File: src/rtl/gtg_pkg.sv
`timescale 1ns / 1ps

package gtg_pkg;

    // Field and register widths.
    localparam int POS_W        = 16;
    localparam int HEAD_W       = 16;
    localparam int CFG_W        = 16;
    localparam int TOL_W        = 15;
    localparam int CFG_IDX_W    = 3;
    localparam int OUT_W        = 16;

    // Position difference: one bit more than a position.
    localparam int DIFF_W       = POS_W + 1;

    // CORDIC datapath.
    localparam int CORDIC_STEPS = 14;
    localparam int PRESCALE_W   = 16;
    localparam int XW           = 36;
    localparam int ZW           = 34;

    // Distance scaling by 1/K in Q0.24.
    localparam int INV_W        = 24;
    localparam logic [INV_W-1:0] INV_GAIN_Q24 = 24'd10188014;
    localparam logic signed [ZW-1:0] PI_Q30 = 34'sd3373259426;

    localparam int HI_W         = XW - PRESCALE_W;
    localparam int PHI_W        = HI_W + INV_W;
    localparam int PLO_W        = PRESCALE_W + INV_W;
    localparam int DIST_W       = PHI_W + 1 - INV_W;

    // Bearing and heading error.
    localparam int BEAR_W       = ZW - 17;
    localparam int HERR_W       = BEAR_W + 1;
    localparam int TPROD_W      = CFG_W + 1 + HERR_W;
    localparam int TFULL_W      = TPROD_W + 1 - 13;

    // Speed division.
    localparam int LGD_W        = CFG_W + DIST_W;
    localparam int NUM_W        = LGD_W + 2;
    localparam int DEN_W        = CFG_W + 1;
    localparam int QUOT_W       = OUT_W - 1;
    localparam int REM_W        = DEN_W + QUOT_W;

    typedef enum logic [CFG_IDX_W-1:0] {
        CFG_GOAL_X       = 3'd0,
        CFG_GOAL_Y       = 3'd1,
        CFG_ARRIVE_TOL   = 3'd2,
        CFG_TRAVEL_TIME  = 3'd3,
        CFG_LINEAR_GAIN  = 3'd4,
        CFG_ANGULAR_GAIN = 3'd5
    } cfg_idx_t;

    // Information that rides alongside the speed division.
    typedef struct packed {
        logic                    arrived;
        logic                    sat_spd;
        logic                    sat_turn;
        logic signed [OUT_W-1:0] turn;
    } gtg_side_t;

    // atan(2^-i) in units of 2^-30 rad.
    function automatic logic signed [ZW-1:0] atan_q30(input int i);
        logic signed [ZW-1:0] r;
        case (i)
            0:  r = 34'sh03243F6A8;
            1:  r = 34'sh01DAC6705;
            2:  r = 34'sh00FADBAFC;
            3:  r = 34'sh007F56EA6;
            4:  r = 34'sh003FEAB76;
            5:  r = 34'sh001FFD55B;
            6:  r = 34'sh000FFFAAA;
            7:  r = 34'sh0007FFF55;
            8:  r = 34'sh0003FFFEA;
            9:  r = 34'sh0001FFFFD;
            10: r = 34'sh0000FFFFF;
            11: r = 34'sh00007FFFF;
            12: r = 34'sh00003FFFF;
            13: r = 34'sh00001FFFF;
            14: r = 34'sh00000FFFF;
            15: r = 34'sh000007FFF;
            16: r = 34'sh000003FFF;
            17: r = 34'sh000001FFF;
            18: r = 34'sh000000FFF;
            19: r = 34'sh0000007FF;
            20: r = 34'sh0000003FF;
            21: r = 34'sh0000001FF;
            22: r = 34'sh0000000FF;
            23: r = 34'sh00000007F;
            default: r = '0;
        endcase
        return r;
    endfunction

endpackage

File: src/rtl/gtg_cordic.sv
`timescale 1ns / 1ps

module gtg_cordic (
    input  logic                              aclk,
    input  logic                              aresetn,
    input  logic                              en,
    input  logic                              in_valid,
    input  logic signed [gtg_pkg::DIFF_W-1:0] dx,
    input  logic signed [gtg_pkg::DIFF_W-1:0] dy,
    input  logic signed [gtg_pkg::HEAD_W-1:0] heading,
    output logic                              out_valid,
    output logic signed [gtg_pkg::XW-1:0]     x_out,
    output logic signed [gtg_pkg::ZW-1:0]     z_out,
    output logic signed [gtg_pkg::HEAD_W-1:0] heading_out
);

    localparam int N = gtg_pkg::CORDIC_STEPS;

    logic                              v_reg [0:N];
    logic signed [gtg_pkg::XW-1:0]     x_reg [0:N];
    logic signed [gtg_pkg::XW-1:0]     y_reg [0:N];
    logic signed [gtg_pkg::ZW-1:0]     z_reg [0:N];
    logic signed [gtg_pkg::HEAD_W-1:0] h_reg [0:N];

    logic signed [gtg_pkg::XW-1:0] dx_s;
    logic signed [gtg_pkg::XW-1:0] dy_s;

    assign dx_s = {{(gtg_pkg::XW-gtg_pkg::DIFF_W-gtg_pkg::PRESCALE_W){dx[gtg_pkg::DIFF_W-1]}},
                   dx, {gtg_pkg::PRESCALE_W{1'b0}}};
    assign dy_s = {{(gtg_pkg::XW-gtg_pkg::DIFF_W-gtg_pkg::PRESCALE_W){dy[gtg_pkg::DIFF_W-1]}},
                   dy, {gtg_pkg::PRESCALE_W{1'b0}}};

    // Pre-rotation into the right half plane.
    always_ff @(posedge aclk) begin
        if (!aresetn) begin
            v_reg[0] <= 1'b0;
        end else if (en) begin
            v_reg[0] <= in_valid;
        end
    end

    always_ff @(posedge aclk) begin
        if (en) begin
            h_reg[0] <= heading;
            if (dx[gtg_pkg::DIFF_W-1]) begin
                x_reg[0] <= -dx_s;
                y_reg[0] <= -dy_s;
                z_reg[0] <= dy[gtg_pkg::DIFF_W-1] ? -gtg_pkg::PI_Q30 : gtg_pkg::PI_Q30;
            end else begin
                x_reg[0] <= dx_s;
                y_reg[0] <= dy_s;
                z_reg[0] <= '0;
            end
        end
    end

    // One micro-rotation per stage.
    for (genvar i = 0; i < N; i++) begin : g_step
        always_ff @(posedge aclk) begin
            if (!aresetn) begin
                v_reg[i+1] <= 1'b0;
            end else if (en) begin
                v_reg[i+1] <= v_reg[i];
            end
        end

        always_ff @(posedge aclk) begin
            if (en) begin
                h_reg[i+1] <= h_reg[i];
                if (!y_reg[i][gtg_pkg::XW-1]) begin
                    x_reg[i+1] <= x_reg[i] + (y_reg[i] >>> i);
                    y_reg[i+1] <= y_reg[i] - (x_reg[i] >>> i);
                    z_reg[i+1] <= z_reg[i] + gtg_pkg::atan_q30(i);
                end else begin
                    x_reg[i+1] <= x_reg[i] - (y_reg[i] >>> i);
                    y_reg[i+1] <= y_reg[i] + (x_reg[i] >>> i);
                    z_reg[i+1] <= z_reg[i] - gtg_pkg::atan_q30(i);
                end
            end
        end
    end

    assign out_valid   = v_reg[N];
    assign x_out       = x_reg[N];
    assign z_out       = z_reg[N];
    assign heading_out = h_reg[N];

endmodule

File: config.mk
export PLATFORM = sky130hd
export DESIGN_NAME = gtg_cordic
export DESIGN_NICKNAME = d
export VERILOG_FILES = /design/src/rtl/gtg_pkg.sv /design/src/rtl/gtg_cordic.sv
export SDC_FILE = /design/constraint.sdc
export NUM_CORES = 2
export LEC_CHECK = 0
export BUFFER_PORTS_ARGS = -buffer_cell sky130_fd_sc_hd__buf_2
export CORE_MARGIN = 8
export CORE_UTILIZATION = 65
export DETAILED_ROUTE_END_ITERATION = 10
export PLACE_DENSITY_LB_ADDON = 0.1
export SKIP_LAST_GASP = 1
export SYNTH_ARGS = -nofsm -noshare
export SYNTH_HDL_FRONTEND = slang
export SYNTH_SLANG_ARGS = --single-unit
File: constraint.sdc
create_clock -name aclk -period 13.72 [get_ports aclk]
set_input_delay 2.744 -clock aclk [delete_from_list [all_inputs] [get_ports aclk]]
set_output_delay 2.744 -clock aclk [all_outputs]
set_load 0.01 [all_outputs]
# ---- After elaboration in Yosys (flattened, before gate mapping)
# Memories as Yosys holds them, arrays and structs flattened.
# Index checks and enable logic that the tools add are counted.
dict set report totals {
  out_inout_bits 87
  mem_bits_rw 1845
  n_memories 5
  regBits 0
  inputBits 54
  wordCells 306
}
# memory words width read_ports rd_ports_with_merged_regs write_ports line_no
set memory_table {}
lappend memory_table {x_reg 15 36 15 0 15 gtg_cordic.sv:20} ;# logic signed [gtg_pkg::XW-1:0] x_reg [0:N];
lappend memory_table {y_reg 15 36 14 0 15 gtg_cordic.sv:21} ;# logic signed [gtg_pkg::XW-1:0] y_reg [0:N];
lappend memory_table {z_reg 15 34 15 0 15 gtg_cordic.sv:22} ;# logic signed [gtg_pkg::ZW-1:0] z_reg [0:N];
lappend memory_table {h_reg 15 16 15 0 15 gtg_cordic.sv:23} ;# logic signed [gtg_pkg::HEAD_W-1:0] h_reg [0:N];
lappend memory_table {v_reg 15 1 15 0 15 gtg_cordic.sv:19} ;# logic v_reg [0:N];
dict set report op_classes {
  bitwise 60
  n_mux 156
  add_sub_neg 85
}
# op count
set op_table {}
lappend op_table {{two-way mux 36 bit} 30}
lappend op_table {{two-way mux 34 bit} 16}
lappend op_table {{two-way mux 1 bit} 110}
lappend op_table {{adder 36 x 23 -> 36 bit} 2}
lappend op_table {{adder 36 x 24 -> 36 bit} 2}
lappend op_table {{adder 36 x 25 -> 36 bit} 2}
lappend op_table {{adder 36 x 26 -> 36 bit} 2}
lappend op_table {{adder 36 x 27 -> 36 bit} 2}
lappend op_table {{adder 36 x 28 -> 36 bit} 2}
lappend op_table {{adder 36 x 29 -> 36 bit} 2}
lappend op_table {{adder 36 x 30 -> 36 bit} 2}
lappend op_table {{adder 36 x 31 -> 36 bit} 2}
lappend op_table {{adder 36 x 32 -> 36 bit} 2}
lappend op_table {{adder 36 x 33 -> 36 bit} 2}
lappend op_table {{adder 36 x 34 -> 36 bit} 2}
lappend op_table {{adder 36 x 35 -> 36 bit} 2}
lappend op_table {{negation 33 -> 36 bit} 2}
lappend op_table {{subtractor 36 x 23 -> 36 bit} 2}
lappend op_table {{subtractor 36 x 24 -> 36 bit} 2}
lappend op_table {{subtractor 36 x 25 -> 36 bit} 2}
lappend op_table {{subtractor 36 x 26 -> 36 bit} 2}
lappend op_table {{subtractor 36 x 27 -> 36 bit} 2}
lappend op_table {{subtractor 36 x 28 -> 36 bit} 2}
lappend op_table {{subtractor 36 x 29 -> 36 bit} 2}
lappend op_table {{37 further kinds} 103}

# ---- Longest topological paths before layout
# An unclocked memory read counts as a cell.
dict set report depth {
  word_depth 5
  ltp_mapped 22
  depth_no_buf 22
}

# ---- Worst setup path after synthesis
# OpenSTA, ideal clock, no wires.
dict set report synth_timing {
  kind {input to register}
  startpoint {input en}
  endpoint {memory y_reg[11][35] in the netlist's numbering (data pin)}
  setup_slack_ns 6.125
  path_buffers 4
  setup_ns 0.270
  stages 18
  t_arrival_ns 7.325
  t_required_ns 13.450
  cell_sequence {clkbuf_1 -> clkbuf_1 -> nand2_1 -> clkbuf_1 -> buf_1 -> o21ai_0 -> ha_1 -> a21o_1 -> a21oi_1 -> o21ai_0 -> a21boi_0 -> o31ai_1 -> a41oi_1 -> o21a_1 -> o21ai_0 -> a41oi_1 -> o21ai_0 -> or3b_2}
}
# element line_no
set synth_lines {}
lappend synth_lines {{from (decl)} gtg_cordic.sv:6} ;# input logic en,
lappend synth_lines {{to (decl)} gtg_cordic.sv:21}

==> flow_metrics.env <==
export IMPL_cts_buffers=177
export IMPL_ctsHoldBuffers=0
export IMPL_final_seq_area_um2=47700
export IMPL_drt_pass1_iter_count=6
export IMPL_clockBufferDepth=3
export IMPL_dp_hpwl_um=237000
export IMPL_drtIter0Drc=8697
export IMPL_hold_viol_final=0
export IMPL_whs_ps=398
export IMPL_cp_end_kind="flop"
export IMPL_yosysUniqueCellTypes=93
export IMPL_status="completed"
export IMPL_die_h_um=447
export IMPL_ys_seq_area_frac=0.395
export IMPL_die_area_um2=200000
export IMPL_cts_repair_resized=0
export IMPL_wl_per_cell_um=20.7
export IMPL_pre_cts_ws_ps=5100
export IMPL_root_buffer="clkbuf_16"
export IMPL_route_detailed_drc=0
export IMPL_grt_pass1_vias=90800
export IMPL_port_buffers=139
export IMPL_cp_start_kind="input port"
export IMPL_h_tree_depth=4
export IMPL_r2r_cells=16
export IMPL_slew_violations=0
export IMPL_syn_area_um2=121000
export IMPL_endpoint="x_reg[6][33]"
export IMPL_final_util=0.702
export IMPL_gp_congestion=1.00
export IMPL_die_x_um=447
export IMPL_r2r_setup_slack_ps=7520
export IMPL_post_cts_buffers=0
export IMPL_final_setup_viol_count=0
export IMPL_synth_area_per_cell_um2=9.94
export IMPL_nets=13600
export IMPL_synth_cells=12200
export IMPL_fin_crit_ps=7890
export IMPL_path_max_fanout=123
export IMPL_synthArstFlopShare=0
export IMPL_timing_final_ws_setup_ps=5830
export IMPL_required_ps=14320
export IMPL_setup_worst_path_start="en"
export IMPL_multi_input_area_um2=70200
export IMPL_synth_fp_nets=13500
export IMPL_fillCellCount=13800
export IMPL_crit_arrival_ps=8490
export IMPL_grt_overflow_total=0
export IMPL_r2r_end="y_reg[11][35]"
export IMPL_totalWireLength_um=309000
export IMPL_worstSkewPairLatency_ps=870
export IMPL_worstHoldPathType="flop to flop"
export IMPL_relSlewSlack=0.279
export IMPL_synth_warnings=0
export IMPL_ys_flop_type="edfxtp_1"
export IMPL_max_freq_mhz=127
export IMPL_clock_sinks=1588
export IMPL_final_cell_mix="1587 x edfxtp_1, 1271 x ha_1, 1098 x a21oi_1, 1075 x xnor2_1, 917 x nor2_1"
export IMPL_drv_cap=0
export IMPL_synth_seq_cells=1588
export IMPL_final_common_cell="edfxtp_1"
export IMPL_core_um2=185000
export IMPL_initial_utilization=0.653
export IMPL_grt_use_total=0.296
export IMPL_regToRegStartpoint="y_reg[10][35]"
export IMPL_finalSetupTns_ps=0
export IMPL_cts_tree="done"
export IMPL_largest_reg_flops=462
export IMPL_drive_gt1_frac=0.0477
export IMPL_route_vias_total=94700
export IMPL_worst_slew_pin_slew_ps=1080
export IMPL_rsz0062_at_grt="no"
export IMPL_detail_route_antenna_nets=0
export IMPL_grt_max_degree=132
export IMPL_antenna_found_initial=7
export IMPL_fin_skew_ps=56.3
export IMPL_synth_edf_count=1587
export IMPL_post_route_period_util=0.575
export IMPL_grt_pass1_wl_um=485000
export IMPL_area_growth_pct=7.56
export IMPL_pin_count=141
export IMPL_clkTransAtPathRegs_ps=60
export IMPL_routed_via_density=6.35
export IMPL_core_rowCount=158
export IMPL_path_class="input port to flop"
[layer usage]
layer	share of wire	global-route usage	vias to the layer above
met5	0	0	-
met4	0.042	0.120	0
met3	0.068	0.0445	599
met2	0.47	0.491	3274
met1	0.42	0.392	45300
li1	-	-	45600
[worst min path at each step]
stage                  start            end  slack [ps]  depth (start not counted)
6_report         h_reg[3][7]    h_reg[4][7]         400                          0
5_1_grt          h_reg[3][7]    h_reg[4][7]         400                          0
4_1_cts          h_reg[3][7]    h_reg[4][7]         400                          0
3_5_place_dp    h_reg[11][2]   h_reg[12][2]         400                          0
3_3_place_gp   h_reg[13][12]  h_reg[14][12]         400                          0
2_1_floorplan    h_reg[9][0]   h_reg[10][0]         400                          0
[per-stage QoR]
stage | std cells | cell area (um2)
after floorplan | 12200 | 121000
after CTS | 14900 | 130000
after global placement | 14600 | 124000
after global routing | 14900 | 130000
after detailed placement | 14600 | 124000
final | 14900 | 130000
[synth_stat cells, types with 132 or more instances]
cell type	n	share of area
a21oi_1	1098	0.045
o21a_1	182	0.011
nand2b_1	199	0.010
o21ai_0	680	0.028
inv_1	482	0.015
o31ai_1	140	0.0087
a21o_1	495	0.031
nand3_1	231	0.0096
xnor2_1	1075	0.078
o21bai_1	139	0.0086
nand2_1	745	0.023
clkbuf_1	189	0.0059
edfxtp_1	1587	0.39
ha_1	1271	0.13
xor2_1	587	0.043
and3_1	132	0.0068
nor2_1	918	0.029
nor2b_1	149	0.0077
nor3_1	320	0.013
[cell families (layout without fill, tap and decap cells)]
kind of cell	Yosys count	count (layout)	share of synthesized area
XOR/XNOR	1662	1662	0.120
multiplexers	57	57	0.00488
flip-flops	1588	1588	0.395
AND/OR/NAND/NOR	3284	3284	0.133
adder cells (fa/ha/maj)	1304	1304	0.137
other	1	4	0.0000310
buffers and inverters	743	1015	0.0243
AO/OA/AOI/OAI	3515	3515	0.186
[worst max-delay path, cell delays in order]
cell and delay, ps:
buf_12 390, buf_12 580, nand2_2 100, inv_1 470, buf_4 490, a31oi_1 100
xnor2_1 150, ha_1 340, nor2b_1 170, a32o_1 300, a31oi_1 280, nor3_1 330
o211ai_1 210, a311oi_1 560, o2111ai_1 290, a31oi_1 290, nor4_1 100, a311o_1 320
[area by class of cell]
cell class,instances,area share
timing repair buffer,197,0.00911
inverter,493,0.0142
clock inverter,117,0.0104
multi-input combinational,9823,0.540
sequential,1588,0.367
antenna,3,0.0000578
clock buffer,208,0.0350
tap,2480,0.0239
Power is left out: the tool's default activity adds up to more than one toggle a clock period on the data nets, which glitch-free logic cannot reach.
