$ cat src/rtl/gtg_pkg.sv
`timescale 1ns / 1ps

package gtg_pkg;

    // Field and register widths.
    localparam int POS_W        = 16;
    localparam int HEAD_W       = 16;
    localparam int CFG_W        = 16;
    localparam int TOL_W        = 15;
    localparam int CFG_IDX_W    = 3;
    localparam int OUT_W        = 16;

    // Position difference: one bit more than a position.
    localparam int DIFF_W       = POS_W + 1;

    // CORDIC datapath.
    localparam int CORDIC_STEPS = 14;
    localparam int PRESCALE_W   = 16;
    localparam int XW           = 36;
    localparam int ZW           = 34;

    // Distance scaling by 1/K in Q0.24.
    localparam int INV_W        = 24;
    localparam logic [INV_W-1:0] INV_GAIN_Q24 = 24'd10188014;
    localparam logic signed [ZW-1:0] PI_Q30 = 34'sd3373259426;

    localparam int HI_W         = XW - PRESCALE_W;
    localparam int PHI_W        = HI_W + INV_W;
    localparam int PLO_W        = PRESCALE_W + INV_W;
    localparam int DIST_W       = PHI_W + 1 - INV_W;

    // Bearing and heading error.
    localparam int BEAR_W       = ZW - 17;
    localparam int HERR_W       = BEAR_W + 1;
    localparam int TPROD_W      = CFG_W + 1 + HERR_W;
    localparam int TFULL_W      = TPROD_W + 1 - 13;

    // Speed division.
    localparam int LGD_W        = CFG_W + DIST_W;
    localparam int NUM_W        = LGD_W + 2;
    localparam int DEN_W        = CFG_W + 1;
    localparam int QUOT_W       = OUT_W - 1;
    localparam int REM_W        = DEN_W + QUOT_W;

    typedef enum logic [CFG_IDX_W-1:0] {
        CFG_GOAL_X       = 3'd0,
        CFG_GOAL_Y       = 3'd1,
        CFG_ARRIVE_TOL   = 3'd2,
        CFG_TRAVEL_TIME  = 3'd3,
        CFG_LINEAR_GAIN  = 3'd4,
        CFG_ANGULAR_GAIN = 3'd5
    } cfg_idx_t;

    // Information that rides alongside the speed division.
    typedef struct packed {
        logic                    arrived;
        logic                    sat_spd;
        logic                    sat_turn;
        logic signed [OUT_W-1:0] turn;
    } gtg_side_t;

    // atan(2^-i) in units of 2^-30 rad.
    function automatic logic signed [ZW-1:0] atan_q30(input int i);
        logic signed [ZW-1:0] r;
        case (i)
            0:  r = 34'sh03243F6A8;
            1:  r = 34'sh01DAC6705;
            2:  r = 34'sh00FADBAFC;
            3:  r = 34'sh007F56EA6;
            4:  r = 34'sh003FEAB76;
            5:  r = 34'sh001FFD55B;
            6:  r = 34'sh000FFFAAA;
            7:  r = 34'sh0007FFF55;
            8:  r = 34'sh0003FFFEA;
            9:  r = 34'sh0001FFFFD;
            10: r = 34'sh0000FFFFF;
            11: r = 34'sh00007FFFF;
            12: r = 34'sh00003FFFF;
            13: r = 34'sh00001FFFF;
            14: r = 34'sh00000FFFF;
            15: r = 34'sh000007FFF;
            16: r = 34'sh000003FFF;
            17: r = 34'sh000001FFF;
            18: r = 34'sh000000FFF;
            19: r = 34'sh0000007FF;
            20: r = 34'sh0000003FF;
            21: r = 34'sh0000001FF;
            22: r = 34'sh0000000FF;
            23: r = 34'sh00000007F;
            default: r = '0;
        endcase
        return r;
    endfunction

endpackage

$ cat src/rtl/gtg_div.sv
`timescale 1ns / 1ps

module gtg_div (
    input  logic                              aclk,
    input  logic                              aresetn,
    input  logic                              en,
    input  logic                              in_valid,
    input  logic [gtg_pkg::REM_W-1:0]         num,
    input  logic [gtg_pkg::DEN_W-1:0]         den,
    input  gtg_pkg::gtg_side_t                side_in,
    output logic                              out_valid,
    output logic [gtg_pkg::QUOT_W-1:0]        quot,
    output gtg_pkg::gtg_side_t                side_out
);

    localparam int Q = gtg_pkg::QUOT_W;

    logic                        v_reg    [1:Q];
    logic [gtg_pkg::REM_W-1:0]   rem_reg  [1:Q];
    logic [gtg_pkg::QUOT_W-1:0]  q_reg    [1:Q];
    logic [gtg_pkg::DEN_W-1:0]   den_reg  [1:Q];
    gtg_pkg::gtg_side_t          side_reg [1:Q];

    // Restoring division, one quotient bit per stage, most significant first.
    for (genvar j = 1; j <= Q; j++) begin : g_bit
        localparam int SH = Q - j;

        logic                       v_cur;
        logic [gtg_pkg::REM_W-1:0]  rem_cur;
        logic [gtg_pkg::QUOT_W-1:0] q_cur;
        logic [gtg_pkg::DEN_W-1:0]  den_cur;
        gtg_pkg::gtg_side_t         side_cur;
        logic [gtg_pkg::REM_W:0]    trial;

        if (j == 1) begin : g_first
            assign v_cur    = in_valid;
            assign rem_cur  = num;
            assign q_cur    = '0;
            assign den_cur  = den;
            assign side_cur = side_in;
        end else begin : g_next
            assign v_cur    = v_reg[j-1];
            assign rem_cur  = rem_reg[j-1];
            assign q_cur    = q_reg[j-1];
            assign den_cur  = den_reg[j-1];
            assign side_cur = side_reg[j-1];
        end

        assign trial = {1'b0, rem_cur} - ((gtg_pkg::REM_W+1)'(den_cur) << SH);

        always_ff @(posedge aclk) begin
            if (!aresetn) begin
                v_reg[j] <= 1'b0;
            end else if (en) begin
                v_reg[j] <= v_cur;
            end
        end

        always_ff @(posedge aclk) begin
            if (en) begin
                den_reg[j]  <= den_cur;
                side_reg[j] <= side_cur;
                q_reg[j]    <= q_cur | ((gtg_pkg::QUOT_W)'(!trial[gtg_pkg::REM_W]) << SH);
                rem_reg[j]  <= trial[gtg_pkg::REM_W] ? rem_cur : trial[gtg_pkg::REM_W-1:0];
            end
        end
    end

    assign out_valid = v_reg[Q];
    assign quot      = q_reg[Q];
    assign side_out  = side_reg[Q];

endmodule
$ cat config.mk
export PLATFORM = sky130hd
export DESIGN_NAME = gtg_div
export DESIGN_NICKNAME = d
export VERILOG_FILES = /design/src/rtl/gtg_pkg.sv /design/src/rtl/gtg_div.sv
export SDC_FILE = /design/constraint.sdc
export NUM_CORES = 1
export LEC_CHECK = 0
export ABC_AREA = 1
export BUFFER_PORTS_ARGS = -buffer_cell sky130_fd_sc_hd__buf_2
export CAP_MARGIN = 20
export CORE_ASPECT_RATIO = 0.9
export CORE_MARGIN = 2
export CORE_UTILIZATION = 29
export CTS_BUF_LIST = sky130_fd_sc_hd__clkbuf_16
export DETAILED_ROUTE_END_ITERATION = 12
export PLACE_DENSITY_LB_ADDON = 0.3
export SETUP_SLACK_MARGIN = 0.2
export SKIP_CTS_REPAIR_TIMING = 1
export SYNTH_ARGS = -nofsm -noshare
export SYNTH_HDL_FRONTEND = slang
export SYNTH_SLANG_ARGS = --single-unit
$ cat constraint.sdc
create_clock -name aclk -period 2.95 [get_ports aclk]
set_input_delay 0.295 -clock aclk [delete_from_list [all_inputs] [get_ports aclk]]
set_output_delay 0.295 -clock aclk [all_outputs]
set_load 0.02 [all_outputs]
# Yosys cells after proc, flatten, opt, wreduce, memory -nomap -nowiden
# Memory sizes are Yosys's and may differ from the RTL's.
# Index checks and enable logic that the tools add are counted.
[op_classes]
add_sub_neg = 15
mux = 35
bitwise_logic = 29
reduce_logical = 15
[ops]
columns = ["op", "n"]
rows = [
  ["$mux 32", 15],
  ["$sub 32x17->33", 1],
  ["$sub 32x18->33", 1],
  ["$sub 32x19->33", 1],
  ["$sub 32x20->33", 1],
  ["$sub 32x21->33", 1],
  ["$sub 32x22->33", 1],
  ["$sub 32x23->33", 1],
  ["$sub 32x24->33", 1],
  ["$sub 32x25->33", 1],
  ["$sub 32x26->33", 1],
  ["$sub 32x27->33", 1],
  ["$sub 32x28->33", 1],
  ["$sub 32x29->33", 1],
  ["$sub 32x30->33", 1],
  ["$sub 32x31->33", 1],
  ["$mux 1", 20],
  ["$logic_not 1->1", 15],
  ["$or 1x1->1", 15],
  ["$or 15x1->15", 1],
  ["$or 15x10->15", 1],
  ["$or 15x11->15", 1],
  ["$or 15x12->15", 1],
  ["$or 15x13->15", 1],
  ["other kinds (9)", 9],
]
[totals]
register_bits = 0
ram_bits = 1260
n_memories = 5
[mem_list]
columns = ["memory", "words", "width", "rd", "rd_clocked_by_memory_dff", "write_ports", "line", "rtl"]
rows = [
  ["rem_reg", 15, 32, 14, 0, 15, "gtg_div.sv:19", "logic [gtg_pkg::REM_W-1:0] rem_reg [1:Q];"],
  ["side_reg", 15, 19, 15, 0, 15, "gtg_div.sv:22", "gtg_pkg::gtg_side_t side_reg [1:Q];"],
  ["den_reg", 15, 17, 14, 0, 15, "gtg_div.sv:21", "logic [gtg_pkg::DEN_W-1:0] den_reg [1:Q];"],
  ["q_reg", 15, 15, 15, 0, 15, "gtg_div.sv:20", "logic [gtg_pkg::QUOT_W-1:0] q_reg [1:Q];"],
  ["v_reg", 15, 1, 15, 0, 15, "gtg_div.sv:18", "logic v_reg [1:Q];"],
]

# Logic depth before layout (Yosys ltp)
[depth]
depth_word = 4
ltp_mapped = 17
mapped_depth_nobuf = 15

# Worst setup path before layout
# OpenSTA, ideal clock, no wires.
[synth_timing]
kind = "register to register"
startpoint = "register, netlist name rem_reg[0][138]"
endpoint = "register, netlist name rem_reg[0][180]"
t_arrival_ps = 1913
required_ps = 2698
slack_ps = 785
path_stages_with_launch = 15
n_path_buf = 2
synth_period_minus_slack_ps = 2165
path_cell_list = "edfxtp_1 inv_1 ha_1 inv_1 fa_1 nand3_1 nand3_1 nand2_1 nand2_1 nand3_1 nand3_1 buf_4 buf_6 nand2_1 nand2_1"

==> results_tabular.tex <==
\begin{tabular}{lr}
\hline
Metric & Value \\
\hline
\multicolumn{2}{l}{\textbf{Drt}} \\
\quad DR pass1 iterations & 6 \\
\quad Post-route ant nets & 0 \\
\quad Total number of vias & $\sim$42000 \\
\quad DRC violations left & 0 \\
\quad Routed wire length & between 150 and 200 mm \\
\quad Average detailed-routed wire length per instance & $\sim$16 um \\
\quad Number of DRC markers in iteration 0 & 3166 \\
\quad Drt via density & between 4 and 5 \\
\multicolumn{2}{l}{\textbf{Global route}} \\
\quad Vias in the first global route & between 40000 and 50000 \\
\quad Largest net degree at the start of global routing & between 100 and 150 \\
\quad Number of antenna violations at the first check in global routing & 3 \\
\quad Total gr overflow & 0 \\
\quad GRT Util Overall & between 10 and 15\% \\
\quad Global-route wire length before repair & $\sim$240 mm \\
\multicolumn{2}{l}{\textbf{Place}} \\
\quad Post-detailed-placement half-perimeter wirelength & about 120 mm \\
\quad Port bufs & around 110 \\
\quad Placement Cell Area & about 62000 um\^{}2 \\
\quad Final GP Congestion & 0.906 \\
\quad Placed Cells incl. Taps & approximately 9100 \\
\multicolumn{2}{l}{\textbf{Job}} \\
\quad Max Cap Viol & 0 \\
\multicolumn{2}{l}{\textbf{Clock tree}} \\
\quad Clock buffer count from CTS & about 130 \\
\quad Clock insertion delay at the later pin of the skew report & roughly 0.8 ns \\
\quad Cell chosen for the clock root & sky130\_fd\_sc\_hd\_\_clkbuf\_16 \\
\quad Maximum level of the CTS H-tree & 4 \\
\quad Clock transition time at the flip-flop clock pins of the worst setup and hold paths & 0.06 ns \\
\quad Number of clock sinks & approximately 1100 \\
\quad TritonCTS clock tree & done \\
\quad Max clock buf depth & 3 \\
\multicolumn{2}{l}{\textbf{Setup path}} \\
\quad Critical path data required time & $\sim$3.4 ns \\
\quad Endpoint class of the critical path & register \\
\quad CP Max Fanout & 19 \\
\quad Cell repeated most along the worst path & sky130\_fd\_sc\_hd\_\_nand3\_1 \\
\quad Combined buffer and inverter count along the critical path & 3 \\
\quad Setup Crit Path Kind & reg -> reg \\
\quad Max stage delay cell, worst path & sky130\_fd\_sc\_hd\_\_fa\_1 \\
\quad Peak per-stage delay on the critical path & 0.43 ns \\
\quad Cell family with the largest share of critical-path delay & simple AND/OR/NAND/NOR gates \\
\quad Cell breakdown of the critical path & inv\_1 -> ha\_1 -> inv\_1 -> fa\_1 -> nand3\_1 -> nand3\_1 -> nand2\_1 -> nand2\_1 -> nand3\_1 -> nand3\_1 -> buf\_4 -> nand3\_1 -> nand2\_1 \\
\quad Arrival @ worst endpoint & a little over 3 ns \\
\quad Critical Path Start Type & register \\
\multicolumn{2}{l}{\textbf{Logic synthesis}} \\
\quad Simple-gate share of the synthesized area & 23.7\% \\
\quad Cells after Synth & 6320 \\
\quad Portion of the post-synthesis area used by sequential elements & between 50\% and 60\% \\
\quad Mapped Nets & roughly 6700 \\
\quad Synthesized-area fraction occupied by adder cells & roughly 5.9\% \\
\quad Fraction of the mapped netlist area in compound gates & between 3 and 4\% \\
\quad Distinct cell type count of the synthesized netlist & between 40 and 50 \\
\quad Parity-gate share of the synthesized area counting xor and xnor cells & just over 2\% \\
\quad Synthesis warning total & 0 \\
\quad Mux cell area share after synthesis & 0\% \\
\quad Post-synthesis cell area & slightly below 60000 um\^{}2 \\
\quad Mapped Avg Cell Area & between 9 and 10 um\^{}2 \\
\quad Flop and latch count out of synthesis & between 1000 and 1500 \\
\quad Dominant combinational cell family by area after synthesis & simple AND/OR/NAND/NOR gates \\
\multicolumn{2}{l}{\textbf{Power}} \\
\quad Fraction of power consumed by combinational cells & between 30\% and 40\% \\
\quad Peak VDD IR & around 580 uV \\
\quad Part of the power in the clock network & around 28\% \\
\quad Power share of the sequential group & about two fifths \\
\quad Internal Power & between 30000 and 40000 uW \\
\quad Leak & 0.0296 uW \\
\quad Pwr Density & between 800 and 900 nW/um\^{}2 \\
\quad Switch Pwr & 21500 uW \\
\quad Fraction of power spent switching nets & a little under two fifths \\
\multicolumn{2}{l}{\textbf{Die}} \\
\quad Area of the core & about 200000 um\^{}2 \\
\quad Starting density of the core & between 20 and 30\% \\
\quad Area of the die & slightly above 200000 um\^{}2 \\
\quad Die Ht & between 400 and 500 um \\
\quad FP Rows & between 150 and 200 \\
\quad Count of boundary I/O pins & approximately 110 \\
\quad Die X-Extent & approximately 480 um \\
\multicolumn{2}{l}{\textbf{STA}} \\
\quad Shortest clock period the worst path allows after layout & approximately 2.6 ns \\
\quad Final Max Tran Viols & 0 \\
\quad Final hold violation count & 0 \\
\quad Final Cycle Share & a little under 90\% \\
\quad Setup total negative slack & 0 ns \\
\quad Actual transition at the worst max-transition pin & between 0.6 and 0.7 ns \\
\quad Unrepaired setup endpoints after global routing & no \\
\quad Top achievable clock speed & roughly 0.39 GHz \\
\quad Layout Skew & between 0.03 and 0.04 ns \\
\quad Min Hold Slack & approximately 0.17 ns \\
\quad Relative slew margins & 56.4\% \\
\quad Final setup fails & 0 \\
\multicolumn{2}{l}{\textbf{Final layout}} \\
\quad Most common cell after layout, fill and taps aside & sky130\_fd\_sc\_hd\_\_nand2\_1 \\
\quad Share of post-route cells with drive strength above 1 & under 10\% \\
\quad Filler cell count & 20600 \\
\quad Summed area of non-filler cells in the final layout & between 60000 and 70000 um\^{}2 \\
\quad Number of flip-flops under the largest register name & $\sim$450 \\
\quad Commonest cells after routing, fill and taps aside & sky130\_fd\_sc\_hd\_\_nand2\_1, sky130\_fd\_sc\_hd\_\_edfxtp\_1, sky130\_fd\_sc\_hd\_\_inv\_1 \\
\quad Number of non-filler instances in the completed layout & 9434 \\
\quad Nets & 6979 \\
\quad Area grow syn2layout & 15.8\% \\
\multicolumn{2}{l}{\textbf{Min path}} \\
\quad HP Class & in -> reg \\
\multicolumn{2}{l}{\textbf{Outcome}} \\
\quad Outcome & complete, no violations \\
\hline
\end{tabular}
[logic make-up after synthesis]
logic type | after synthesis
simple gates | 3323
buf+inv | 1120
flops | 1106
compound gates | 367
fa+ha+maj | 268
xor+xnor | 136
[area by class of cell]
class                           count  area [um^2]  share of cell area, %
Inverter                         1068         4020                   5.97
Multi-Input combinational cell   4094        20500                   30.4
Tap cell                         2686         3360                   4.98
Timing Repair Buffer              237         1920                   2.84
Clock buffer                      136         3400                   5.05
Sequential cell                  1106        33200                   49.3
Antenna cell                        2         5.00                0.00742
Clock inverter                    105          995                   1.48
[through the flow]
| stage | utilization (%) | total power [uW] | worst slack [ns] |
|---|---|---|---|
| after floorplan | - | 35600 | 0.785 |
| after global placement | 31.1 | 42000 | 0.248 |
| after detailed placement | 31.1 | 42000 | 0.220 |
| after CTS | 33.3 | 59000 | 0.206 |
| after global routing | 33.7 | 62600 | 0.179 |
| final | 33.7 | 58400 | 0.368 |
[cell usage after synthesis, drive strengths merged]
cell	number	area [um^2]
a21boi	5	48.8
a21o	1	7.51
a21oi	241	1370
and2	16	100
and3	1	6.26
buf	51	475
clkbuf	1	3.75
edfxtp	1106	33200
fa	14	280
ha	254	3180
inv	1068	4020
nand2	2233	8510
nand3	351	1770
nand3b	87	666
nand4	55	344
nor2	507	1960
nor3	46	255
nor4	12	75.1
nor4b	1	8.76
o21a	3	22.5
o21ai	108	548
o21bai	9	67.6
or2	14	90.1
xnor2	28	245
xor2	108	946
[power by group through the flow]
stage	combinational, uW	clock (uW)	sequential [uW]
2_1_floorplan	13800	0	21800
3_3_place_gp	18900	0	23000
3_5_place_dp	19000	0	23000
4_1_cts	19100	17200	22700
5_1_grt	22000	17700	22900
6_report	19200	16600	22700
[worst reg2reg max path: stages, from the launching register on]
cell	delay (ns)
sky130_fd_sc_hd__edfxtp_1	0.36
sky130_fd_sc_hd__inv_1	0.08
sky130_fd_sc_hd__ha_1	0.14
sky130_fd_sc_hd__inv_1	0.09
sky130_fd_sc_hd__fa_1	0.43
sky130_fd_sc_hd__nand3_1	0.10
sky130_fd_sc_hd__nand3_1	0.18
sky130_fd_sc_hd__nand2_1	0.11
sky130_fd_sc_hd__nand2_1	0.10
sky130_fd_sc_hd__nand3_1	0.08
sky130_fd_sc_hd__nand3_1	0.13
sky130_fd_sc_hd__buf_4	0.25
sky130_fd_sc_hd__nand3_1	0.15
sky130_fd_sc_hd__nand2_1	0.11
[worst paths after layout]
kind / slack (ns) / cells past startpoint / end / startpoint
setup reg to reg: 0.37 / 13 / rem_reg[0][181] / rem_reg[0][138]
setup / recovery: 0.37 / 13 / rem_reg[0][181] / rem_reg[0][138]
hold reg to reg: 0.40 / 0 / side_reg[1][49] / side_reg[1][30]
hold / removal: 0.17 / 3 / v_reg[3][2] / aresetn
[per-layer routing]
metal / part of all wire [%] / GRT usage [%] / wire (um) / vias up
li1: - / - / - / 21100
met1: 48 / 20.7 / 73500 / 19400
met2: 44 / 23.3 / 67500 / 900
met3: 4.5 / 2.35 / 6890 / 233
met4: 3.0 / 4.97 / 4630 / 0
met5: 0 / 0 / 0 / -
No activity file was read; power rests on OpenSTA's default activity.
